File: config.mk
export PLATFORM = sky130hd
export DESIGN_NAME = smf_median
export DESIGN_NICKNAME = d
export VERILOG_FILES = /design/src/design/smf_pkg.sv /design/src/design/smf_median.sv
export SDC_FILE = /design/constraint.sdc
export NUM_CORES = 1
export LEC_CHECK = 0
export BUFFER_PORTS_ARGS = -buffer_cell sky130_fd_sc_hd__buf_2
export CELL_PAD_IN_SITES_DETAIL_PLACEMENT = 1
export CELL_PAD_IN_SITES_GLOBAL_PLACEMENT = 2
export CORE_MARGIN = 3
export CORE_UTILIZATION = 36
export DETAILED_ROUTE_END_ITERATION = 8
export GPL_ROUTABILITY_DRIVEN = 0
export HOLD_SLACK_MARGIN = 0.05
export PLACE_DENSITY = 0.81
export SYNTH_ARGS = -nofsm -noshare
export SYNTH_HDL_FRONTEND = slang
export SYNTH_SLANG_ARGS = --single-unit
export TNS_END_PERCENT = 1
File: constraint.sdc
create_clock -name clk -period 12.4 [get_ports clk]
set_input_delay 3.72 -clock clk [delete_from_list [all_inputs] [get_ports clk]]
set_output_delay 3.72 -clock clk [all_outputs]
set_load 0.03 [all_outputs]
File: src/design/smf_pkg.sv
// Shared types and constants for the sliding median filter.
// No dependencies; compile first.
package smf_pkg;

  localparam int PIX_W = 8;

  typedef logic [PIX_W-1:0] pix_t;

endpackage

File: src/design/smf_median.sv
// Rank-select median of one registered window into the result register.
// Depends on smf_pkg.
module smf_median
  import smf_pkg::*;
#(
  parameter int WINDOW = 13
) (
  input  logic              clk,
  input  logic              rst_n,
  input  logic              job_valid,
  output logic              job_ready,
  input  pix_t [WINDOW-1:0] job_win,
  input  logic              job_last,
  output logic              out_valid,
  input  logic              out_ready,
  output pix_t              out_median,
  output logic              out_last
);

  localparam int CW  = $clog2(WINDOW);
  localparam int MID = WINDOW / 2;

  logic [CW-1:0] rank [WINDOW];
  pix_t          med;
  logic          out_ld;
  logic          out_valid_r, out_valid_nxt;
  pix_t          out_median_r, out_median_nxt;
  logic          out_last_r, out_last_nxt;

  // rank of each sample, ties broken by slot order; exactly one hits MID
  always_comb begin
    for (int j = 0; j < WINDOW; j++) begin
      rank[j] = '0;
      for (int i = 0; i < WINDOW; i++) begin
        if (i != j) begin
          if ((job_win[i] < job_win[j]) || ((job_win[i] == job_win[j]) && (i < j))) begin
            rank[j] = rank[j] + CW'(1);
          end
        end
      end
    end
  end

  always_comb begin
    med = '0;
    for (int j = 0; j < WINDOW; j++) begin
      if (rank[j] == CW'(MID)) begin
        med = med | job_win[j];
      end
    end
  end

  assign out_ld    = !out_valid_r || out_ready;
  assign job_ready = out_ld;

  always_comb begin
    out_valid_nxt  = out_valid_r;
    out_median_nxt = out_median_r;
    out_last_nxt   = out_last_r;
    if (out_ld) begin
      out_valid_nxt  = job_valid;
      out_median_nxt = med;
      out_last_nxt   = job_last;
    end
  end

  always_ff @(posedge clk) begin
    if (!rst_n) begin
      out_valid_r <= 1'b0;
    end else begin
      out_valid_r <= out_valid_nxt;
    end
  end

  always_ff @(posedge clk) begin
    out_median_r <= out_median_nxt;
    out_last_r   <= out_last_nxt;
  end

  assign out_valid  = out_valid_r;
  assign out_median = out_median_r;
  assign out_last   = out_last_r;

endmodule

==> metrics.txt <==
Worst Clk Skew=1.90 ps; post-route DRC violation count=0; Placed Area=34400 sq um; Routed Antenna Nets=0; post-synth cell types=109; Max Root-Sink Buffers=2; Post-Syn Instances=3432; H-tree depth=1; sequential area share after synthesis=0.0107; crit path kind=in2reg; clock transition at the registers of the reported paths=50 ps; largest net degree at the start of global routing=16; routed vias/inst=6.25; # Max-Cap Violations=0; Pwr Density=297 nW/um^2; post-route minimum period=12350 ps; period utilization=0.996; Multi-input gate area=28300 sq um; fillers=9058; Tot GR Track Use=0.351; cell taking the most area after synthesis=ha_1; CTS Hold Buffers Added=0; Clock power frac=0.006; vias in the first global route=33000; Worst VDD drop=327 uV; reg2reg path depth=1; Nets=5212; status=complete, no violations; biggest cell delay along the critical path=350 ps; worst hold path cell count=1; Die Wd=280 um; design area=38000 sq um; DRT iter0 DRCs=2649; Worst-Margin Slew=1270 ps; number of synthesized register bits=10; Synth area leaders=ha_1, xnor2_1, a21oi_1; area growth from synthesis to layout=40.2%; critical path startpoint category=primary input; clk root buf=clkbuf_16; synthesized area per cell=7.90 sq um; number of top-level pins=120; crit path DAT=12340 ps; core area=74600 sq um; maximum fanout along the worst path=4; combinational share of power=0.982; CTS tree=done; RSZ-0062 raised after global routing=yes; Rel. slew slack=0.147; sequential share of power=0.012; Cell Rows=100; internal power=0.00566 W; CP dominant cell by count=ha_4; Fmax=81.0 MHz; final setup fails=0; drt pass-1 iters=6; final hold viol count=0; number of port buffers=119; CTS Sinks=10; layout cells sized above 1=0.332; vias=33200; fin. max-slew vios=0; Register Area=290 sq um; die height=280 um; YS warnings=0; Mapped Nets=4306; Fin Hold WS=1100 ps; crit end category=register; final wirelength=149 mm; Initial Util=0.364; wire length per cell=28.1 um; Num CTS Buffers=3; share of the synthesized area in the top cell type=0.353; CP max stage cell=a2111oi_4; Lkg Pwr=18.1 nW; cell with the most instances after synthesis=ha_1; data required time of the critical path=12390 ps; Synth top cells by count=ha_1, nand2_1, a21oi_1; Total Die Area=78600 sq um; ys async rst share=0; number of synthesized flops with an enable pin=9; top_reg_cell synth=edfxtp_1; initial antenna violation count=6; worst min-delay path class=reg2reg; first-pass GRT wire length=207 mm; HPWL Detailed=119 mm; Clk Latency, worst-skew pair=260 ps; Switch Pwr=0.00561 W; sw frac=0.498; global route overflow=0; Syn Std Cell Area=27100 sq um
[worst max-delay path, delay by kind of cell]
kind	cells	cell delay, ps
muxes	3	630
and+or+nand+nor	13	1710
adders and majority gates	10	2320
buffers and inverters	11	1300
AOI/OAI and AO/OA	12	2640
[state kept, by name, indices dropped and copies added, names as in the netlist]
signal      count
out_valid       1
out_median      8
out_last        1
[power groups by stage]
stage / clock network [W] / registers, W / logic (W)
after floorplan: 0 / 0.000143 / 0.00553
after global placement: 0 / 0.000134 / 0.00883
after detailed placement: 0 / 0.000134 / 0.00907
after CTS: 0.0000672 / 0.000134 / 0.00954
after global routing: 0.0000674 / 0.000132 / 0.0119
final: 0.0000681 / 0.000136 / 0.0111
[final cells by class]
| class | instances | area share |
|---|---|---|
| multi-input combinational | 3162 | 0.746 |
| timing repair buffer | 951 | 0.191 |
| tap | 969 | 0.0319 |
| inverter | 210 | 0.0216 |
| sequential | 10 | 0.00764 |
| clock buffer | 3 | 0.00198 |
| antenna | 2 | 0.000132 |
| clock inverter | 1 | 0.0000988 |
[what timing repair did]
action | 4_1_cts | 5_1_grt
endpoints found under the hold margin | 0 | 0
resized for setup | 146 | 406
buffers inserted | 33 | 75
pin swaps | 50 | 212
setup endpoints to repair | 8 | 8
[metal layers]
metal / track usage / routed length [um] / vias up
met5: 0 / 13 / -
met4: 0.232 / 12700 / 2
met3: 0.0605 / 13100 / 550
met2: 0.554 / 64600 / 1535
met1: 0.438 / 58900 / 16200
li1: - / - / 14900
[path summary, 6_finish.rpt]
| check | from | end | slack [ps] |
|---|---|---|---|
| worst max-delay path | job_win[8] | out_median[6] | 50 |
| worst min-delay path | out_valid | out_last | 1100 |
| worst max register to register | out_valid | out_median[1] | 11130 |
| worst min register to register | out_valid | out_last | 1100 |
[per-stage QoR]
step                 util  instances  setup TNS [ps]  setup slack, ps  power [W]
floorplan               -       3432               0             23.1    0.00567
global placement    0.461       5197           -4330             -602    0.00897
detailed placement  0.461       5197           -6040             -787    0.00920
CTS                 0.473       5233               0             2.55    0.00975
global route        0.510       5306           -1790             -243     0.0121
finish              0.510       5308               0             48.8     0.0113
[cell families (layout without fill, tap and decap cells)]
group | count (synthesis) | after routing | synth area share
simple gates | 1105 | 1105 | 0.215
compound gates | 904 | 904 | 0.224
fa+ha+maj | 765 | 765 | 0.353
xor+xnor | 335 | 335 | 0.140
buf+inv | 260 | 1165 | 0.0371
mux | 53 | 53 | 0.0208
flops | 10 | 10 | 0.0107
other cells | 0 | 2 | 0
[cells in the final DEF (no fill, tap or decap), types with 31 or more instances in the layout]
cell and count:
a211oi_1 31, a21o_1 78, a21oi_1 215, and2_1 35, and3_1 43, buf_2 96, buf_4 802, ha_1 670
ha_4 84, inv_1 174, nand2_1 239, nand3_1 111, nand4_1 128, nor2_1 157, nor2b_1 77, nor3_1 52
o211ai_1 50, o21a_1 42, o21ai_0 103, xnor2_1 190, xnor3_1 41, xor2_1 69
(Power assumes the default switching activity.)
