`src/design/smf_pkg.sv`:
```
// Shared types and constants for the sliding median filter.
// No dependencies; compile first.
package smf_pkg;

  localparam int PIX_W = 8;

  typedef logic [PIX_W-1:0] pix_t;

endpackage

```
`src/design/smf_window.sv`:
```
// Pending-pixel store, fill count and end-of-frame flush sequencing.
// Builds one full window per cycle into the job register if free. Depends on smf_pkg.
module smf_window
  import smf_pkg::*;
#(
  parameter int WINDOW = 13
) (
  input  logic                     clk,
  input  logic                     rst_n,
  input  logic                     in_valid,
  output logic                     in_ready,
  input  pix_t                     in_pixel,
  input  logic                     in_eof,
  output logic                     job_valid,
  input  logic                     job_ready,
  output pix_t [WINDOW-1:0]        job_win,
  output logic                     job_last
);

  localparam int CW    = $clog2(WINDOW);
  localparam int DEPTH = WINDOW - 1;

  pix_t              win_r [DEPTH];
  pix_t              win_nxt [DEPTH];
  logic [CW-1:0]     cnt_r, cnt_nxt;
  logic              flush_r, flush_nxt;
  pix_t              pad_r, pad_nxt;
  logic              job_valid_r, job_valid_nxt;
  pix_t [WINDOW-1:0] job_win_r, job_win_nxt;
  logic              job_last_r, job_last_nxt;

  logic              job_ld;
  logic              acc;
  logic              full;
  logic              emit;
  logic              shift;
  pix_t              pad;
  pix_t [WINDOW-1:0] wvec;

  assign job_ld   = !job_valid_r || job_ready;
  assign in_ready = !flush_r && job_ld;
  assign acc      = in_valid && in_ready;
  assign full     = (cnt_r == CW'(DEPTH));
  assign pad      = flush_r ? pad_r : in_pixel;
  assign emit     = (flush_r && job_ld) || (acc && (in_eof || full));

  // window: pending entries first, then padding
  always_comb begin
    for (int i = 0; i < DEPTH; i++) begin
      wvec[i] = (CW'(i) < cnt_r) ? win_r[i] : pad;
    end
    wvec[WINDOW-1] = pad;
  end

  always_comb begin
    flush_nxt = flush_r;
    pad_nxt   = pad_r;
    cnt_nxt   = cnt_r;
    shift     = 1'b0;
    for (int i = 0; i < DEPTH; i++) begin
      win_nxt[i] = win_r[i];
    end

    if (flush_r && job_ld) begin
      if (cnt_r == '0) begin
        flush_nxt = 1'b0;
      end else begin
        shift   = 1'b1;
        cnt_nxt = cnt_r - CW'(1);
      end
    end else if (acc) begin
      if (in_eof) begin
        if (cnt_r != '0) begin
          flush_nxt = 1'b1;
          pad_nxt   = in_pixel;
          shift     = 1'b1;
          cnt_nxt   = cnt_r - CW'(1);
        end
      end else if (full) begin
        shift = 1'b1;
      end else begin
        for (int i = 0; i < DEPTH; i++) begin
          if (CW'(i) == cnt_r) begin
            win_nxt[i] = in_pixel;
          end
        end
        cnt_nxt = cnt_r + CW'(1);
      end
    end

    if (shift) begin
      for (int i = 0; i < DEPTH - 1; i++) begin
        win_nxt[i] = win_r[i+1];
      end
      win_nxt[DEPTH-1] = in_pixel;
    end
  end

  always_comb begin
    job_valid_nxt = job_valid_r;
    job_win_nxt   = job_win_r;
    job_last_nxt  = job_last_r;
    if (job_ld) begin
      job_valid_nxt = emit;
      job_win_nxt   = wvec;
      job_last_nxt  = (cnt_r == '0) && (flush_r || in_eof);
    end
  end

  always_ff @(posedge clk) begin
    if (!rst_n) begin
      cnt_r       <= '0;
      flush_r     <= 1'b0;
      job_valid_r <= 1'b0;
    end else begin
      cnt_r       <= cnt_nxt;
      flush_r     <= flush_nxt;
      job_valid_r <= job_valid_nxt;
    end
  end

  always_ff @(posedge clk) begin
    win_r      <= win_nxt;
    pad_r      <= pad_nxt;
    job_win_r  <= job_win_nxt;
    job_last_r <= job_last_nxt;
  end

  assign job_valid = job_valid_r;
  assign job_win   = job_win_r;
  assign job_last  = job_last_r;

endmodule

```
`config.mk`:
```
export PLATFORM = sky130hd
export DESIGN_NAME = smf_window
export DESIGN_NICKNAME = d
export VERILOG_FILES = /design/src/design/smf_pkg.sv /design/src/design/smf_window.sv
export SDC_FILE = /design/constraint.sdc
export NUM_CORES = 1
export LEC_CHECK = 0
export BUFFER_PORTS_ARGS = -buffer_cell sky130_fd_sc_hd__buf_2
export CAP_MARGIN = 10
export CELL_PAD_IN_SITES_DETAIL_PLACEMENT = 0
export CELL_PAD_IN_SITES_GLOBAL_PLACEMENT = 1
export CORE_MARGIN = 4
export CORE_UTILIZATION = 30
export CTS_CLUSTER_SIZE = 25
export DETAILED_ROUTE_END_ITERATION = 8
export PLACE_DENSITY = 0.61
export SYNTH_ARGS = -nofsm -noshare
export SYNTH_HDL_FRONTEND = slang
export SYNTH_SLANG_ARGS = --single-unit
```
`constraint.sdc`:
```
create_clock -name clk -period 5.15 [get_ports clk]
set_input_delay 1.03 -clock clk [delete_from_list [all_inputs] [get_ports clk]]
set_output_delay 1.03 -clock clk [all_outputs]
set_load 0.05 [all_outputs]
```
==> impl_metrics.ini <==
[outcome]
status = complete, no violations

[critical_path]
worst-endpoint-arrival_ns = 3.57
setup_crit_start_kind = primary input
timing.setup.critical_path_class = primary input to register
endpoint_kind = register
critPathRequiredTime_ns = 5.40
depth_of_the_most_critical_reg_to_reg_path = 7
critical_path_peak_fanout = 49

[finish]
fillerInstances = 2945
drive_above_1_share_pct = 29.8
antenna_cells = 0
final_cell_area_um2 = 10800
syn2layout_area_growth_pct = 20.0
layout.nets = 769

[sta]
tightestPinTransition_ns = 1.20
fmaxAchievable_mhz = 301
final_min_period_over_clock_period_pct = 64.6
timing.final.setup_violations = 0
grt_setup_unrepaired = no
final_hold_viols = 0
final_max_slew_viol_count = 0
finalCriticalPeriod_ns = 3.33
setup_tns_ns = 0
skew_ns = 0.0111
worst_slew_margin_rel_pct = 17.7

[power_and_ir_drop]
max-vdd-ir-drop_mv = 0.268
power_density_over_the_cells_nw_per_um2 = 565
part_of_the_power_in_combinational_logic_pct = 30.9
power.switching_mw = 2.28
power.clock.fraction_pct = 27.0
power.switching_fraction_pct = 37.3
power_report.internal_total_mw = 3.84
total_leakage_power_nw = 4.02
p_seq_share_pct = 42.1

[synth]
synth_seq_area_share_pct = 70.8
synth-edff-count = 209
postSynthRegisterBits = 215
yosysWarningCount = 0
synth_cells = 634
synth-async-reset-ratio_pct = 0
synth.net_count = 653
synth.largest_area_cell = sky130_fd_sc_hd__edfxtp_1
post_synth.cell_area_avg_um2 = 14.2
yosys.area.top_type_share_pct = 69.5
synthFlopType = sky130_fd_sc_hd__edfxtp_1
syn-cell-area_um2 = 9030
synth.lib_cells_used.distinct = 33
synth.top_cells.by_area = sky130_fd_sc_hd__edfxtp_1 69%, sky130_fd_sc_hd__mux2_2 6.0%, sky130_fd_sc_hd__mux2_1 5.0%, sky130_fd_sc_hd__a21oi_1 4.8%, sky130_fd_sc_hd__nor2_1 3.7%

[placement]
gp_routability_congestion = 0.815
portBuffers = 119
dpl_cell_area_um2 = 10100
detailedPlacementHpwl_mm = 16.1

[detailed_routing]
antenna_violating_nets_post_route = 0
via_count = 5418
drt-pass1-iter-count = 5
initialDrtViolationCount = 314
post-route-drc-count = 0
detail_route.vias_per_cell = 4.69
route.detailed.wl_per_inst_um = 20.7
detail_route.wirelength_mm = 24.0

[hold_path]
holdPathStages = 2
min-delay-path-class = register to register

[grt]
grt.overflow.total = 0
grt_first_pass_wirelength_mm = 35.1
grtUsageTotal_pct = 13.9
first_global_vias = 5511
grt_start_max_net_pins = 61
initial_antenna_violation_count = 0

[clock_network]
post-cts-setup-buffer-count = 0
clock_pin_slew_on_the_worst_setup_and_hold_paths_ns = 0.06
clk_path_buf_depth = 3
clkLatencyLatePin_ns = 0.51
ctsHoldBuffers = 0
cts_num_sinks = 215
htree_num_levels = 1
clock-root-buffer = sky130_fd_sc_hd__clkbuf_16
post_cts_resize_count = 0
cts_tree = yes
tritoncts.num_buffers = 24

[floorplanning]
floorplan.core_area_um2 = 29600
total_die_area_um2 = 32900
floorplan.initialDensity_pct = 30.5
die_w_um = 182
io_pins = 120
fp.dieH_um = 182
std_cell_rows = 63

[run]
max_cap_violations = 0
## area by class of cell
class | count | area [um2] | area share [%]
timing repair buffer | 134 | 724 | 6.69
clock buffer | 32 | 652 | 6.02
multi-input combinational | 362 | 2420 | 22.4
tap | 390 | 488 | 4.50
clock inverter | 10 | 97.6 | 0.901
inverter | 13 | 51.3 | 0.474
sequential | 215 | 6400 | 59.0
## worst max-delay path: stages
cell,delay [ns]
sky130_fd_sc_hd__buf_2,0.09
sky130_fd_sc_hd__nor2b_2,0.06
sky130_fd_sc_hd__inv_4,0.44
sky130_fd_sc_hd__a21oi_2,0.24
sky130_fd_sc_hd__a21bo_2,0.27
sky130_fd_sc_hd__a21oi_4,0.60
sky130_fd_sc_hd__buf_4,0.43
sky130_fd_sc_hd__mux2_1,0.38
## registers in the layout, indices dropped and copies added, names as in the netlist
register,cells
cnt_r,4
flush_r,1
job_last,1
job_valid,1
job_win,104
pad_r,8
win_r,96
## power by group through the flow
| stage | Combinational (mW) | Sequential, mW | Clock, mW |
|---|---|---|---|
| 2_1_floorplan | 0.591 | 3.41 | 0 |
| 3_3_place_gp | 1.90 | 2.62 | 0 |
| 3_5_place_dp | 1.91 | 2.62 | 0 |
| 4_1_cts | 1.91 | 2.58 | 1.69 |
| 5_1_grt | 2.00 | 2.61 | 1.76 |
| 6_report | 1.89 | 2.57 | 1.65 |
## worst paths after layout
check,slack [ns],from,to
hold reg to reg,0.54,win_r[94],job_win[6]
setup / recovery,1.82,job_ready,win_r[34]
hold / removal,0.54,win_r[94],job_win[6]
setup reg to reg,2.01,job_valid,win_r[34]
## kinds of logic (layout without fill, tap and decap cells)
family	Yosys count	in the layout	synth area share, %
fa+ha+maj	6	6	0.831
mux	99	99	12.2
xor+xnor	1	1	0.0970
flops	215	215	70.8
buf+inv	57	189	2.51
compound gates	131	131	8.05
simple gates	125	125	5.50
## stage by stage
stage	utilization [%]	setup slack (ns)	instances	power, mW	hold slack [ns]
CTS	36.6	1.83	1156	6.19	0.546
finish	36.6	1.82	1156	6.12	0.542
floorplan	-	1.20	634	4.00	0.496
global route	36.6	1.66	1156	6.38	0.586
detailed placement	34.0	1.30	1114	4.52	0.537
global placement	34.0	1.34	1113	4.52	0.524
## cells in the final DEF (no fill, tap or decap), types with 3 or more instances in the layout
cell / n
sky130_fd_sc_hd__a31o_2: 4
sky130_fd_sc_hd__inv_1: 11
sky130_fd_sc_hd__buf_4: 13
sky130_fd_sc_hd__clkinv_1: 4
sky130_fd_sc_hd__clkinv_2: 3
sky130_fd_sc_hd__a21boi_0: 3
sky130_fd_sc_hd__buf_2: 119
sky130_fd_sc_hd__ha_1: 6
sky130_fd_sc_hd__nor2_1: 90
sky130_fd_sc_hd__mux2_2: 48
sky130_fd_sc_hd__a21o_1: 10
sky130_fd_sc_hd__a21oi_1: 86
sky130_fd_sc_hd__o21ai_1: 4
sky130_fd_sc_hd__clkbuf_16: 25
sky130_fd_sc_hd__dfxtp_1: 6
sky130_fd_sc_hd__edfxtp_1: 209
sky130_fd_sc_hd__nand2_1: 25
sky130_fd_sc_hd__mux2i_2: 4
sky130_fd_sc_hd__o21ai_0: 19
sky130_fd_sc_hd__mux2_1: 40
sky130_fd_sc_hd__clkbuf_1: 7
sky130_fd_sc_hd__mux2i_1: 7
## cells in the mapped netlist (2+ instances only)
cell / instances
sky130_fd_sc_hd__o21ai_1: 4
sky130_fd_sc_hd__a21oi_1: 86
sky130_fd_sc_hd__mux2_1: 40
sky130_fd_sc_hd__inv_1: 11
sky130_fd_sc_hd__edfxtp_1: 209
sky130_fd_sc_hd__a21o_1: 10
sky130_fd_sc_hd__a21boi_0: 3
sky130_fd_sc_hd__mux2_2: 48
sky130_fd_sc_hd__mux2i_1: 11
sky130_fd_sc_hd__nand2_1: 25
sky130_fd_sc_hd__o21ai_0: 19
sky130_fd_sc_hd__buf_2: 10
sky130_fd_sc_hd__nand3_1: 2
sky130_fd_sc_hd__nor2_1: 90
sky130_fd_sc_hd__clkbuf_1: 34
sky130_fd_sc_hd__a31o_2: 4
sky130_fd_sc_hd__dfxtp_1: 6
sky130_fd_sc_hd__ha_1: 6
sky130_fd_sc_hd__inv_2: 2
## layer usage
| metal | vias to the layer above | part of all wire (%) | wire length (um) | track usage (%) |
|---|---|---|---|---|
| met1 | 2689 | 47 | 11200 | 19.3 |
| met3 | 28 | 4.5 | 1080 | 2.58 |
| met4 | 0 | 1.5 | 352 | 2.61 |
| met5 | - | 0 | 0 | 0 |
| li1 | 2571 | - | - | - |
| met2 | 130 | 47 | 11400 | 23.2 |
Note: power is estimated with default switching activity, not from simulation.
